$ cat src/hw/rtl/assert_macros.svh
// Assertion helpers shared by the RTL. In synthesis both forms expand to nothing.
`ifndef ASSERT_MACROS_SVH
`define ASSERT_MACROS_SVH

`ifndef SYNTHESIS

// Checks that a property holds at every rising edge outside reset.
`define LBL_ASSERT(name, clock, reset_n, prop, msg) \
    name: assert property (@(posedge clock) disable iff (!reset_n) (prop)) \
        else $error(msg);

// Checks that a condition never occurs at a rising edge outside reset.
`define LBL_ASSERT_NEVER(name, clock, reset_n, cond, msg) \
    name: assert property (@(posedge clock) disable iff (!reset_n) !(cond)) \
        else $error(msg);

`else

`define LBL_ASSERT(name, clock, reset_n, prop, msg)
`define LBL_ASSERT_NEVER(name, clock, reset_n, cond, msg)

`endif

`endif

$ cat src/hw/rtl/lbl_pkg.sv
package lbl_pkg;

    // Kinds of input item.
    localparam logic [1:0] KIND_INIT    = 2'd0;
    localparam logic [1:0] KIND_SET_LED = 2'd1;
    localparam logic [1:0] KIND_RX_PKT  = 2'd2;

    // Register indexes on the configuration port.
    localparam logic [2:0] REG_OP_ACK          = 3'd0;
    localparam logic [2:0] REG_OP_BUTTON_EVENT = 3'd1;
    localparam logic [2:0] REG_OP_BOARD_RESET  = 3'd2;
    localparam logic [2:0] REG_OP_BUTTONS_ON   = 3'd3;
    localparam logic [2:0] REG_OP_LED_SET      = 3'd4;
    localparam logic [2:0] REG_OP_LED_USER     = 3'd5;

    localparam int unsigned PADDR_W = 5;
    localparam int unsigned PDATA_W = 32;

    // Seven-segment font for the sixteen hex digits.
    localparam logic [7:0] HEX_FONT [16] = '{
        8'hE7, 8'h06, 8'hCB, 8'h8F, 8'h2E, 8'hAD, 8'hED, 8'h86,
        8'hEF, 8'hAF, 8'hEE, 8'h6D, 8'hE1, 8'h4F, 8'hE9, 8'hE8
    };

    typedef struct packed {
        logic [7:0] op_ack;
        logic [7:0] op_button_event;
        logic [7:0] op_board_reset;
        logic [7:0] op_buttons_on;
        logic [7:0] op_led_set;
        logic [7:0] op_led_user;
    } cfg_t;

    // One classified item, waiting for the transmit sequencer.
    typedef struct packed {
        logic        init;
        logic        leds;
        logic        accepted;
        logic [7:0]  buttons;
        logic [31:0] word;
    } q_entry_t;

endpackage

$ cat src/hw/rtl/lbl_regs.sv
module lbl_regs
    import lbl_pkg::*;
(
    input  logic                 clk,
    input  logic                 rst_n,
    input  logic                 psel,
    input  logic                 penable,
    input  logic                 pwrite,
    input  logic [PADDR_W-1:0]   paddr,
    input  logic [PDATA_W-1:0]   pwdata,
    output logic [PDATA_W-1:0]   prdata,
    output logic                 pready,
    output cfg_t                 cfg
);

    cfg_t       cfg_reg;
    logic       wr_en;
    logic [2:0] reg_idx;

    assign pready  = 1'b1;
    assign wr_en   = psel && penable && pwrite;
    assign reg_idx = paddr[4:2];
    assign cfg     = cfg_reg;

    always_ff @(posedge clk or negedge rst_n)
    begin
        if (!rst_n)
        begin
            cfg_reg.op_ack          <= 8'd64;
            cfg_reg.op_button_event <= 8'd65;
            cfg_reg.op_board_reset  <= 8'd70;
            cfg_reg.op_buttons_on   <= 8'd3;
            cfg_reg.op_led_set      <= 8'd5;
            cfg_reg.op_led_user     <= 8'd7;
        end
        else if (wr_en)
        begin
            case (reg_idx)
                REG_OP_ACK:          cfg_reg.op_ack          <= pwdata[7:0];
                REG_OP_BUTTON_EVENT: cfg_reg.op_button_event <= pwdata[7:0];
                REG_OP_BOARD_RESET:  cfg_reg.op_board_reset  <= pwdata[7:0];
                REG_OP_BUTTONS_ON:   cfg_reg.op_buttons_on   <= pwdata[7:0];
                REG_OP_LED_SET:      cfg_reg.op_led_set      <= pwdata[7:0];
                REG_OP_LED_USER:     cfg_reg.op_led_user     <= pwdata[7:0];
                default: ;
            endcase
        end
    end

    always_comb
    begin
        case (reg_idx)
            REG_OP_ACK:          prdata = {24'd0, cfg_reg.op_ack};
            REG_OP_BUTTON_EVENT: prdata = {24'd0, cfg_reg.op_button_event};
            REG_OP_BOARD_RESET:  prdata = {24'd0, cfg_reg.op_board_reset};
            REG_OP_BUTTONS_ON:   prdata = {24'd0, cfg_reg.op_buttons_on};
            REG_OP_LED_SET:      prdata = {24'd0, cfg_reg.op_led_set};
            REG_OP_LED_USER:     prdata = {24'd0, cfg_reg.op_led_user};
            default:             prdata = '0;
        endcase
    end

endmodule

$ cat src/hw/rtl/lbl_front.sv
module lbl_front
    import lbl_pkg::*;
(
    input  logic        clk,
    input  logic        rst_n,
    input  cfg_t        cfg,
    input  logic        in_valid,
    output logic        in_stall,
    input  logic [1:0]  kind,
    input  logic [31:0] led_word,
    input  logic [7:0]  rx_opcode,
    input  logic [7:0]  rx_second,
    input  logic [7:0]  rx_third,
    input  logic        q_full,
    output logic        q_push,
    output q_entry_t    q_entry
);

    logic        ack_seen_reg, ack_seen_next;
    logic [31:0] saved_word_reg, saved_word_next;
    logic [7:0]  button_reg, button_next;
    logic [3:0]  rdlu;
    logic [3:0]  rldu;

    assign in_stall = q_full;
    assign q_push   = in_valid && !q_full;

    // Button bytes arrive active low; the direction nibble is reordered to R L D U.
    assign rdlu = ~rx_third[3:0];
    assign rldu = {rdlu[3], rdlu[1], rdlu[2], rdlu[0]};

    always_comb
    begin
        ack_seen_next    = ack_seen_reg;
        saved_word_next  = saved_word_reg;
        button_next      = button_reg;
        q_entry.init     = 1'b0;
        q_entry.leds     = 1'b0;
        q_entry.accepted = 1'b0;
        q_entry.word     = led_word;

        case (kind)
            KIND_INIT:
            begin
                ack_seen_next   = 1'b0;
                saved_word_next = '0;
                button_next     = '0;
                q_entry.init    = 1'b1;
            end
            KIND_SET_LED:
            begin
                if (ack_seen_reg)
                begin
                    ack_seen_next    = 1'b0;
                    saved_word_next  = led_word;
                    q_entry.leds     = 1'b1;
                    q_entry.accepted = 1'b1;
                end
            end
            KIND_RX_PKT:
            begin
                if (rx_opcode == cfg.op_ack)
                begin
                    ack_seen_next = 1'b1;
                end
                else if (rx_opcode == cfg.op_button_event)
                begin
                    button_next = {rldu, ~rx_second[3:0]};
                end
                else if (rx_opcode == cfg.op_board_reset)
                begin
                    // Reinitialize, then resend the saved word; it stays saved.
                    ack_seen_next    = 1'b0;
                    button_next      = '0;
                    q_entry.init     = 1'b1;
                    q_entry.leds     = 1'b1;
                    q_entry.accepted = 1'b1;
                    q_entry.word     = saved_word_reg;
                end
            end
            default: ;
        endcase

        q_entry.buttons = button_next;
    end

    always_ff @(posedge clk or negedge rst_n)
    begin
        if (!rst_n)
        begin
            ack_seen_reg   <= 1'b0;
            saved_word_reg <= '0;
            button_reg     <= '0;
        end
        else if (q_push)
        begin
            ack_seen_reg   <= ack_seen_next;
            saved_word_reg <= saved_word_next;
            button_reg     <= button_next;
        end
    end

endmodule

$ cat src/hw/rtl/lbl_queue.sv
module lbl_queue
    import lbl_pkg::*;
(
    input  logic     clk,
    input  logic     rst_n,
    input  logic     push,
    input  q_entry_t push_entry,
    output logic     full,
    input  logic     pop,
    output logic     head_valid,
    output q_entry_t head
);

    q_entry_t   mem [2];
    logic       wr_ptr_reg;
    logic       rd_ptr_reg;
    logic [1:0] count_reg;

    assign full       = (count_reg == 2'd2);
    assign head_valid = (count_reg != 2'd0);
    assign head       = mem[rd_ptr_reg];

    always_ff @(posedge clk)
    begin
        if (push)
        begin
            mem[wr_ptr_reg] <= push_entry;
        end
    end

    always_ff @(posedge clk or negedge rst_n)
    begin
        if (!rst_n)
        begin
            wr_ptr_reg <= 1'b0;
            rd_ptr_reg <= 1'b0;
            count_reg  <= 2'd0;
        end
        else
        begin
            if (push)
            begin
                wr_ptr_reg <= ~wr_ptr_reg;
            end
            if (pop)
            begin
                rd_ptr_reg <= ~rd_ptr_reg;
            end
            if (push && !pop)
            begin
                count_reg <= count_reg + 2'd1;
            end
            else if (pop && !push)
            begin
                count_reg <= count_reg - 2'd1;
            end
        end
    end

endmodule

$ cat src/hw/rtl/lbl_back.sv
`include "assert_macros.svh"

module lbl_back
    import lbl_pkg::*;
#(
    parameter int DIGITS = 4
)
(
    input  logic       clk,
    input  logic       rst_n,
    input  cfg_t       cfg,
    input  logic       head_valid,
    input  q_entry_t   head,
    output logic       pop,
    output logic       out_valid,
    input  logic       out_stall,
    output logic       tx_valid,
    output logic [7:0] tx_byte,
    output logic       last,
    output logic [7:0] buttons,
    output logic       led_accepted
);

    typedef enum logic [2:0] {
        PH_FIRST,
        PH_INIT1,
        PH_USER,
        PH_SET,
        PH_MASK,
        PH_DIGIT
    } phase_t;

    localparam logic [3:0] DIGIT_MASK = 4'((1 << DIGITS) - 1);

    phase_t     phase_reg, phase_next;
    logic [3:0] dmask_reg, dmask_next;
    logic       out_valid_reg;
    logic       tx_valid_reg;
    logic [7:0] tx_byte_reg;
    logic       last_reg;
    logic [7:0] buttons_reg;
    logic       led_accepted_reg;

    logic       emit;
    logic       b_tx;
    logic [7:0] b_byte;
    logic       b_last;
    logic [3:0] en;
    logic [1:0] idx;
    logic [3:0] dmask_left;

    assign emit = head_valid && (!out_valid_reg || !out_stall);
    assign pop  = emit && b_last;
    assign en   = head.word[19:16] & DIGIT_MASK;

    // Lowest enabled digit still to send.
    always_comb
    begin
        idx = 2'd0;
        for (int i = 3; i >= 0; i--)
        begin
            if (dmask_reg[i])
            begin
                idx = 2'(i);
            end
        end
    end

    assign dmask_left = dmask_reg & ~(4'b0001 << idx);

    always_comb
    begin
        phase_next = phase_reg;
        dmask_next = dmask_reg;
        b_tx       = 1'b1;
        b_byte     = '0;
        b_last     = 1'b0;

        case (phase_reg)
            PH_FIRST:
            begin
                if (head.init)
                begin
                    b_byte     = cfg.op_buttons_on;
                    phase_next = PH_INIT1;
                end
                else if (head.leds)
                begin
                    b_byte     = cfg.op_led_user;
                    phase_next = PH_SET;
                end
                else
                begin
                    b_tx   = 1'b0;
                    b_last = 1'b1;
                end
            end
            PH_INIT1:
            begin
                b_byte = cfg.op_led_user;
                if (head.leds)
                begin
                    phase_next = PH_USER;
                end
                else
                begin
                    b_last     = 1'b1;
                    phase_next = PH_FIRST;
                end
            end
            PH_USER:
            begin
                b_byte     = cfg.op_led_user;
                phase_next = PH_SET;
            end
            PH_SET:
            begin
                b_byte     = cfg.op_led_set;
                phase_next = PH_MASK;
            end
            PH_MASK:
            begin
                b_byte     = {4'd0, en};
                dmask_next = en;
                if (en == 4'd0)
                begin
                    b_last     = 1'b1;
                    phase_next = PH_FIRST;
                end
                else
                begin
                    phase_next = PH_DIGIT;
                end
            end
            PH_DIGIT:
            begin
                b_byte     = HEX_FONT[head.word[4*idx +: 4]]
                           | {3'd0, head.word[24 + idx], 4'd0};
                dmask_next = dmask_left;
                if (dmask_left == 4'd0)
                begin
                    b_last     = 1'b1;
                    phase_next = PH_FIRST;
                end
            end
            default:
            begin
                phase_next = PH_FIRST;
            end
        endcase
    end

    always_ff @(posedge clk or negedge rst_n)
    begin
        if (!rst_n)
        begin
            phase_reg        <= PH_FIRST;
            dmask_reg        <= '0;
            out_valid_reg    <= 1'b0;
            tx_valid_reg     <= 1'b0;
            tx_byte_reg      <= '0;
            last_reg         <= 1'b0;
            buttons_reg      <= '0;
            led_accepted_reg <= 1'b0;
        end
        else if (emit)
        begin
            phase_reg        <= phase_next;
            dmask_reg        <= dmask_next;
            out_valid_reg    <= 1'b1;
            tx_valid_reg     <= b_tx;
            tx_byte_reg      <= b_byte;
            last_reg         <= b_last;
            buttons_reg      <= head.buttons;
            led_accepted_reg <= head.accepted;
        end
        else if (!out_stall)
        begin
            out_valid_reg <= 1'b0;
        end
    end

    assign out_valid    = out_valid_reg;
    assign tx_valid     = tx_valid_reg;
    assign tx_byte      = tx_byte_reg;
    assign last         = last_reg;
    assign buttons      = buttons_reg;
    assign led_accepted = led_accepted_reg;

    `LBL_ASSERT(a_mid_entry_held, clk, rst_n, (phase_reg != PH_FIRST) |-> head_valid, "entry popped mid-sequence")
    `LBL_ASSERT_NEVER(a_digit_mask_live, clk, rst_n, (phase_reg == PH_DIGIT) && (dmask_reg == 4'd0), "digit phase with no digits left")
    `LBL_ASSERT(a_empty_is_last, clk, rst_n, (out_valid_reg && !tx_valid_reg) |-> last_reg, "empty result not marked last")
    `LBL_ASSERT(a_accept_sends, clk, rst_n, (out_valid_reg && led_accepted_reg) |-> tx_valid_reg, "accepted LED item without a byte")

endmodule

$ cat src/hw/rtl/led_button_link_controller.sv
// Link controller for a keypad and seven-segment board. Each input transfer is an init
// request, a set-LED request or one received three-byte packet, and each output transfer
// carries one byte for the serial link; an item that sends nothing still yields one
// output transfer with tx_valid low and last high. A front stage classifies items and
// keeps the ack flag, the saved LED word and the button byte, and pushes a descriptor
// into a two-entry queue. A back sequencer then emits the item's bytes through an output
// register, one per cycle unless out_stall holds it. An item sends up to nine bytes and
// yields one output transfer per byte it sends (at least one), and the front takes a new
// item every cycle while the queue has room, so bursts of short items enter back to back.
// Opcode registers sit at byte addresses 0, 4, 8, 12, 16 and 20 on the APB port and should
// only be written while no item is in flight.
module led_button_link_controller
    import lbl_pkg::*;
#(
    parameter int DIGITS = 4
)
(
    input  logic               clk,
    input  logic               rst_n,

    input  logic               psel,
    input  logic               penable,
    input  logic               pwrite,
    input  logic [PADDR_W-1:0] paddr,
    input  logic [PDATA_W-1:0] pwdata,
    output logic [PDATA_W-1:0] prdata,
    output logic               pready,

    input  logic               in_valid,
    output logic               in_stall,
    input  logic [1:0]         kind,
    input  logic [31:0]        led_word,
    input  logic [7:0]         rx_opcode,
    input  logic [7:0]         rx_second,
    input  logic [7:0]         rx_third,

    output logic               out_valid,
    input  logic               out_stall,
    output logic               tx_valid,
    output logic [7:0]         tx_byte,
    output logic               last,
    output logic [7:0]         buttons,
    output logic               led_accepted
);

    cfg_t     cfg;
    logic     q_full;
    logic     q_push;
    q_entry_t q_in;
    logic     q_pop;
    logic     q_head_valid;
    q_entry_t q_head;

    // Opcode registers.
    lbl_regs u_regs (
        .clk     (clk),
        .rst_n   (rst_n),
        .psel    (psel),
        .penable (penable),
        .pwrite  (pwrite),
        .paddr   (paddr),
        .pwdata  (pwdata),
        .prdata  (prdata),
        .pready  (pready),
        .cfg     (cfg)
    );

    // Front: takes items, updates the link state and decides what is to be sent.
    lbl_front u_front (
        .clk       (clk),
        .rst_n     (rst_n),
        .cfg       (cfg),
        .in_valid  (in_valid),
        .in_stall  (in_stall),
        .kind      (kind),
        .led_word  (led_word),
        .rx_opcode (rx_opcode),
        .rx_second (rx_second),
        .rx_third  (rx_third),
        .q_full    (q_full),
        .q_push    (q_push),
        .q_entry   (q_in)
    );

    // Descriptor queue that lets the front run ahead of a stalled output.
    lbl_queue u_queue (
        .clk        (clk),
        .rst_n      (rst_n),
        .push       (q_push),
        .push_entry (q_in),
        .full       (q_full),
        .pop        (q_pop),
        .head_valid (q_head_valid),
        .head       (q_head)
    );

    // Back: walks each descriptor and sends its bytes, one transfer per cycle unless the output is stalled.
    lbl_back #(
        .DIGITS (DIGITS)
    ) u_back (
        .clk          (clk),
        .rst_n        (rst_n),
        .cfg          (cfg),
        .head_valid   (q_head_valid),
        .head         (q_head),
        .pop          (q_pop),
        .out_valid    (out_valid),
        .out_stall    (out_stall),
        .tx_valid     (tx_valid),
        .tx_byte      (tx_byte),
        .last         (last),
        .buttons      (buttons),
        .led_accepted (led_accepted)
    );

endmodule
$ cat config.mk
export PLATFORM = sky130hd
export DESIGN_NAME = led_button_link_controller
export DESIGN_NICKNAME = d
export VERILOG_FILES = /design/src/hw/rtl/lbl_pkg.sv /design/src/hw/rtl/lbl_regs.sv /design/src/hw/rtl/lbl_front.sv /design/src/hw/rtl/lbl_queue.sv /design/src/hw/rtl/lbl_back.sv /design/src/hw/rtl/led_button_link_controller.sv
export VERILOG_INCLUDE_DIRS = /design/src /design/src/hw/rtl
export SDC_FILE = /design/constraint.sdc
export NUM_CORES = 1
export LEC_CHECK = 0
export BUFFER_PORTS_ARGS = -buffer_cell sky130_fd_sc_hd__buf_4
export CAP_MARGIN = 5
export CORE_MARGIN = 5
export CORE_UTILIZATION = 50
export DETAILED_ROUTE_END_ITERATION = 12
export PLACE_DENSITY_LB_ADDON = 0.08
export SLEW_MARGIN = 40
export SYNTH_ARGS = -nofsm -noshare
export SYNTH_HDL_FRONTEND = slang
export SYNTH_SLANG_ARGS = --single-unit
$ cat constraint.sdc
create_clock -name clk -period 2.9 [get_ports clk]
set_input_delay 0.145 -clock clk [delete_from_list [all_inputs] [get_ports clk]]
set_output_delay 0.145 -clock clk [all_outputs]
set_load 0.01 [all_outputs]
; Word level (Yosys, flattened, before mapping)
; Memory sizes are Yosys's and may differ from the RTL's.
; Cells that the tools add are included.
[word_totals]
ff_bits = 120
ramBits = 86
romBits = 128
in_bits = 102
out_inout_bits = 54
memories = 2
[mem_list]
columns = memory, words, word_bits, rd, rd_ports_with_merged_regs, wr, line_no
row1 = (no name shown), 16, 8, 1, 0, 0, lbl_back.sv:137  ; b_byte = HEX_FONT[head.word[4*idx +: 4]]
row2 = u_queue.mem, 2, 43, 1, 0, 1, lbl_queue.sv:14  ; q_entry_t mem [2];
[op_classes]
add_sub_neg = 3
magnitude_cmp = 2
eq_ne = 22
n_shift = 2
muxes = 53
bitwise_logic = 8
n_reduce_logical = 35
[ops]
columns = operator, count
row1 = 2-to-1 mux 32 bit, 5
row2 = case mux 32 bit (2 select lines), 1
row3 = 2-to-1 mux 8 bit, 7
row4 = case mux 8 bit (6 select lines), 1
row5 = case mux 8 bit (5 select lines), 1
row6 = < comparator 32 x 6 -> 1 bit (second input constant), 1
row7 = indexed part select 32 x 5 -> 4 bit, 1
row8 = equality test 8 bit, 3
row9 = 2-to-1 mux 3 bit, 7
row10 = case mux 3 bit (6 select lines), 1
row11 = 2-to-1 mux 2 bit, 8
row12 = case mux 8 bit (2 select lines), 1
row13 = 2-to-1 mux 1 bit, 15
row14 = AND reduction 2 bit, 7
row15 = equality test 3 x 2 -> 1 bit (second input constant), 4
row16 = equality test 3 bit (second input constant), 4
row17 = NOT 4 bit, 3
row18 = nonzero test 2 bit, 5
row19 = zero test 4 bit, 2
row20 = OR 8 x 5 -> 8 bit, 1
row21 = case mux 4 bit (2 select lines), 1
row22 = logical AND 1 bit, 7
row23 = adder 5 x 2 -> 6 bit (first input constant), 1
row24 = equality test 3 x 1 -> 1 bit (second input constant), 2
row25 = other kinds (24), 36

; Longest topological paths before layout
[logic_depth]
ltp_word = 14
mapped_depth = 11
mapped_depth_nobuf = 10

; Cells and area by module
; A second synthesis with hierarchy kept.
[unflattened]
cells_unflattened = 858
hier_area_um2 = 10655.2
[modules_own_cells]
columns = mod, n_inst, cells_per_inst, area_each_um2
row1 = lbl_queue, 1, 150, 3493.4
row2 = lbl_front, 1, 285, 2692.6
row3 = lbl_regs, 1, 187, 2499.9
row4 = lbl_back, 1, 236, 1969.4

; Least setup slack after synthesis
; Ideal clock, no wire load.
[synth_path]
kind = register to register
startpoint = register u_queue.count_reg[0]
endpoint = memory u_queue.mem[0][0] in the netlist's numbering, enable pin
setup_ps = 425
arrival_time_ps = 2251
required_ps = 2475
path_slack_ps = 224
path_stages_with_launch = 5
cell_sequence = dfrtp_1 > clkbuf_1 > nand2b_1 > nand2_1 > nor2_1
[synth_between]
elab_chain_len = 5
[synth_lines]
columns = element, line_no
row1 = from (decl), lbl_queue.sv:17  ; logic [1:0] count_reg;
row2 = from (signal assigned), lbl_queue.sv:51  ; count_reg <= count_reg + 2'd1;
row3 = from (signal assigned), lbl_queue.sv:55  ; count_reg <= count_reg - 2'd1;
row4 = equality test 2 bit, lbl_queue.sv:19  ; assign full = (count_reg == 2'd2);
row5 = zero test 1 bit, lbl_front.sv:26  ; assign q_push = in_valid && !q_full;
row6 = logical AND 1 bit, lbl_front.sv:26
row7 = 2-to-1 mux 1 bit, lbl_queue.sv:25  ; if (push)
row8 = 2-to-1 mux 1 bit (not written as such), lbl_queue.sv:27  ; mem[wr_ptr_reg] <= push_entry;
row9 = to (decl), lbl_queue.sv:14
; Every way passes these cells.

; Worst setup path in the final report
[layout_path]
startpoint = memory u_queue.mem[0][16] in the netlist's numbering
endpoint = register u_queue.count_reg[1]
[layout_between]
elab_chain_len = 8
[layout_lines]
columns = element, line_no
row1 = memory (2 x 43 bit) (*), -
row2 = zero test 4 bit (*), lbl_back.sv:125  ; if (en == 4'd0)
row3 = 2-to-1 mux 1 bit (*), lbl_back.sv:125
row4 = case mux 1 bit (4 select lines) (*), lbl_back.sv:79  ; case (phase_reg)
row5 = logical AND 1 bit (*), lbl_back.sv:53  ; assign pop = emit && b_last;
row6 = zero test 1 bit, lbl_queue.sv:49  ; if (push && !pop)
row7 = logical AND 1 bit, lbl_queue.sv:49
row8 = 2-to-1 mux 2 bit or nonzero test 2 bit (tied branches), -
; Every way passes the cells marked *; elsewhere a longest branch is shown, timed or not.
; A chain may end at the register's enable or synchronous reset.

==> flow_metrics.py <==
metrics = {
    "timing": {
        "setup_violations": 0,
        "fin_skew_ns": 0.00982,
        "period_share": 0.902,
        "hold_violations": 0,
        "tns_ns": 0,
        "slew_violations": 0,
        "maxSlewHeadroom": 0.430,
        "worstMarginPinSlew_ns": 0.855,
        "fmax_mhz": 382,
        "rsz0062_at_grt": "false",
        "finalCriticalPeriod_ns": 2.62,
    },
    "cts": {
        "post-cts-setup-buffers": 0,
        "clkSlewWorstSetupHoldPaths_ns": 0.07,
        "htreeDepth": 4,
        "ctsHoldBuffers": 41,
        "root_buffer": "clkbuf_16",
        "clockBufferDepth": 2,
        "clk_latency_ns": 0.42,
        "cts.sinks": 180,
        "cts_tree": "built",
        "post_cts_resized": 0,
        "cts_buffers": 17,
    },
    "route": {
        "ant_nets": 0,
        "drtIter0Drc": 479,
        "drc": 0,
        "vias_per_cell": 5.49,
        "dr.pass1.iters": 5,
        "wl_per_cell_um": 17.8,
        "vias": 6076,
        "drt_wl_total_um": 19700,
    },
    "yosys": {
        "synth_top_area_frac": 0.281,
        "netlist_area_mm2": 0.00881,
        "synth_top_family_by_area": "multiplexers",
        "synth_xor_area_frac": 0.0298,
        "synth_edf_count": 68,
        "synth.cells.most_frequent": "dfrtp_1, nand2_1, mux2_2",
        "avgSynthCellArea_um2": 11.9,
        "synth-seq-cells": 180,
        "synthMuxAreaShare": 0.162,
        "synth_top_area_cell": "dfrtp_1",
        "synth_fa_ha_area_frac": 0.0156,
        "synth.most_common_cell": "dfrtp_1",
        "ys_types": 56,
        "yosysWarnings": 0,
        "async_reset_ff_frac": 0.622,
        "synthCells": 741,
        "synthSimpleGateAreaFrac": 0.0826,
        "synth_ff_type": "dfrtp_1",
        "synthTopCellsByArea": "dfrtp_1, edfxtp_1, mux2_2",
        "synth_compound_area_frac": 0.105,
        "ys_seq_area_frac": 0.552,
    },
    "die": {
        "die_h_um": 143,
        "rows": 48,
        "die_w_um": 143,
        "io_pins": 156,
        "floorplan.initialDensity": 0.509,
        "coreArea_mm2": 0.0173,
        "dieArea_mm2": 0.0204,
    },
    "worst_setup_path": {
        "crit_top_cell": "xor2_1",
        "crit_family": "simple AND/OR/NAND/NOR gates",
        "startpoint_type": "flip-flop",
        "r2r_slack_ns": 0.28,
        "worstPathMaxFanout": 3,
        "critical_path_arrival_ns": 2.96,
        "critPathCaptureType": "flip-flop",
        "path_class": "flip-flop to flip-flop",
        "worstPathRequired_ns": 3.24,
        "critPathMaxStageDelay_ns": 0.52,
        "path_buf_inv": 1,
        "cp_cell_sequence": "or4_1 -> o21ai_0 -> nand3_1 -> a311oi_1 -> inv_1 -> ha_1 -> xor2_1 -> nor2_1 -> xor2_1",
        "cp_slowest_cell": "or4_1",
    },
    "global_routing": {
        "track_usage": 0.201,
        "grt_max_degree": 59,
        "antenna_found_initial": 0,
        "grt_pass1_vias": 6286,
        "overflow": 0,
        "grt_pass1_wl_um": 32300,
    },
    "final_layout": {
        "n_antenna_cell": 0,
        "drive_above_1_share": 0.280,
        "largest_register_ffs": 68,
        "stdcell_area_mm2": 0.0107,
        "area_growth_syn_to_layout_pct": 20.9,
        "final_nets": 982,
    },
    "status": {
        "outcome": "finished clean",
    },
    "power": {
        "power_density_mw_per_mm2": 872,
        "ir_drop_uv": 440,
        "p_leak_nw": 4.47,
    },
    "placement": {
        "post_dp_cell_area_mm2": 0.00967,
        "io_buffers": 88,
        "globalplace.congestion": 0.959,
        "dpl.hpwl_um": 14100,
    },
    "job": {
        "max_cap_violations": 0,
    },
    "hold_path": {
        "hp-class": "input pin to flip-flop",
    },
}
[through the flow]
| step | std cells | hold slack [ns] | total power (W) | setup WS (ns) | utilization |
|---|---|---|---|---|---|
| after CTS | 1107 | 0.00336 | 0.00935 | 0.298 | 0.616 |
| after detailed placement | 1034 | 0.276 | 0.00706 | 0.341 | 0.559 |
| final | 1107 | 0.0178 | 0.00929 | 0.283 | 0.616 |
| after global routing | 1107 | 0.00461 | 0.00986 | 0.146 | 0.616 |
| after global placement | 1034 | 0.256 | 0.00692 | 0.395 | 0.559 |
| after floorplan | 764 | -0.151 | 0.00594 | 0.224 | - |
[per-layer routing]
| metal | routed length, um | share of wire | global-route usage | vias to the layer above |
|---|---|---|---|---|
| met3 | 1050 | 0.053 | 0.0325 | 22 |
| met5 | 0 | 0 | 0 | - |
| met2 | 9590 | 0.49 | 0.337 | 190 |
| li1 | - | - | - | 2889 |
| met1 | 8860 | 0.45 | 0.275 | 2975 |
| met4 | 219 | 0.011 | 0.0555 | 0 |
[area by class of cell]
type	instances	area, um2
Clock buffer	19	433
Clock inverter	13	133
Fill cell	1389	6640
Inverter	27	101
Multi-Input combinational cell	495	3590
Sequential cell	180	4860
Tap cell	225	282
Timing Repair Buffer	148	1250
[final timing paths]
| kind | start | endpoint | cells after the start |
|---|---|---|---|
| worst min-delay path | pwdata[0] | u_regs.cfg[40] | 2 |
| worst max register to register | u_queue.mem[0][16] | u_queue.count_reg[1] | 9 |
| worst max-delay path | u_queue.mem[0][16] | u_queue.count_reg[1] | 9 |
| min in group asynchronous | rst_n | u_front.saved_word_reg[25] | 2 |
| max in group asynchronous | rst_n | u_regs.cfg[10] | 3 |
| worst min register to register | u_front.saved_word_reg[5] | u_front.saved_word_reg[5] | 2 |
[where the power goes]
group	internal, W	switching [W]
Sequential	0.00335	0.000455
Combinational	0.00149	0.00177
Clock	0.00127	0.000957
[cell usage in the layout, fill, tap and decap left out, drive strengths merged, types with 9 or more instances in the layout]
cell type / count
nand2: 86
mux2i: 42
a21oi: 16
inv: 30
ha: 11
nor2: 31
dlygate4sd3: 41
o22ai: 17
edfxtp: 68
o21ai: 47
xnor2: 18
buf: 107
mux2: 81
clkbuf: 19
xor2: 12
dfrtp: 99
o2bb2ai: 9
conb: 25
a211oi: 9
dfstp: 13
[logic make-up (layout without fill, tap and decap cells)]
family / count (synthesis) / in the layout
buffers and inverters: 89 / 207
adder cells (fa/ha/maj): 11 / 11
multiplexers: 127 / 127
flip-flops: 180 / 180
other: 2 / 25
AO/OA/AOI/OAI: 139 / 139
XOR/XNOR: 30 / 30
AND/OR/NAND/NOR: 163 / 163
(Power assumes the default switching activity.)
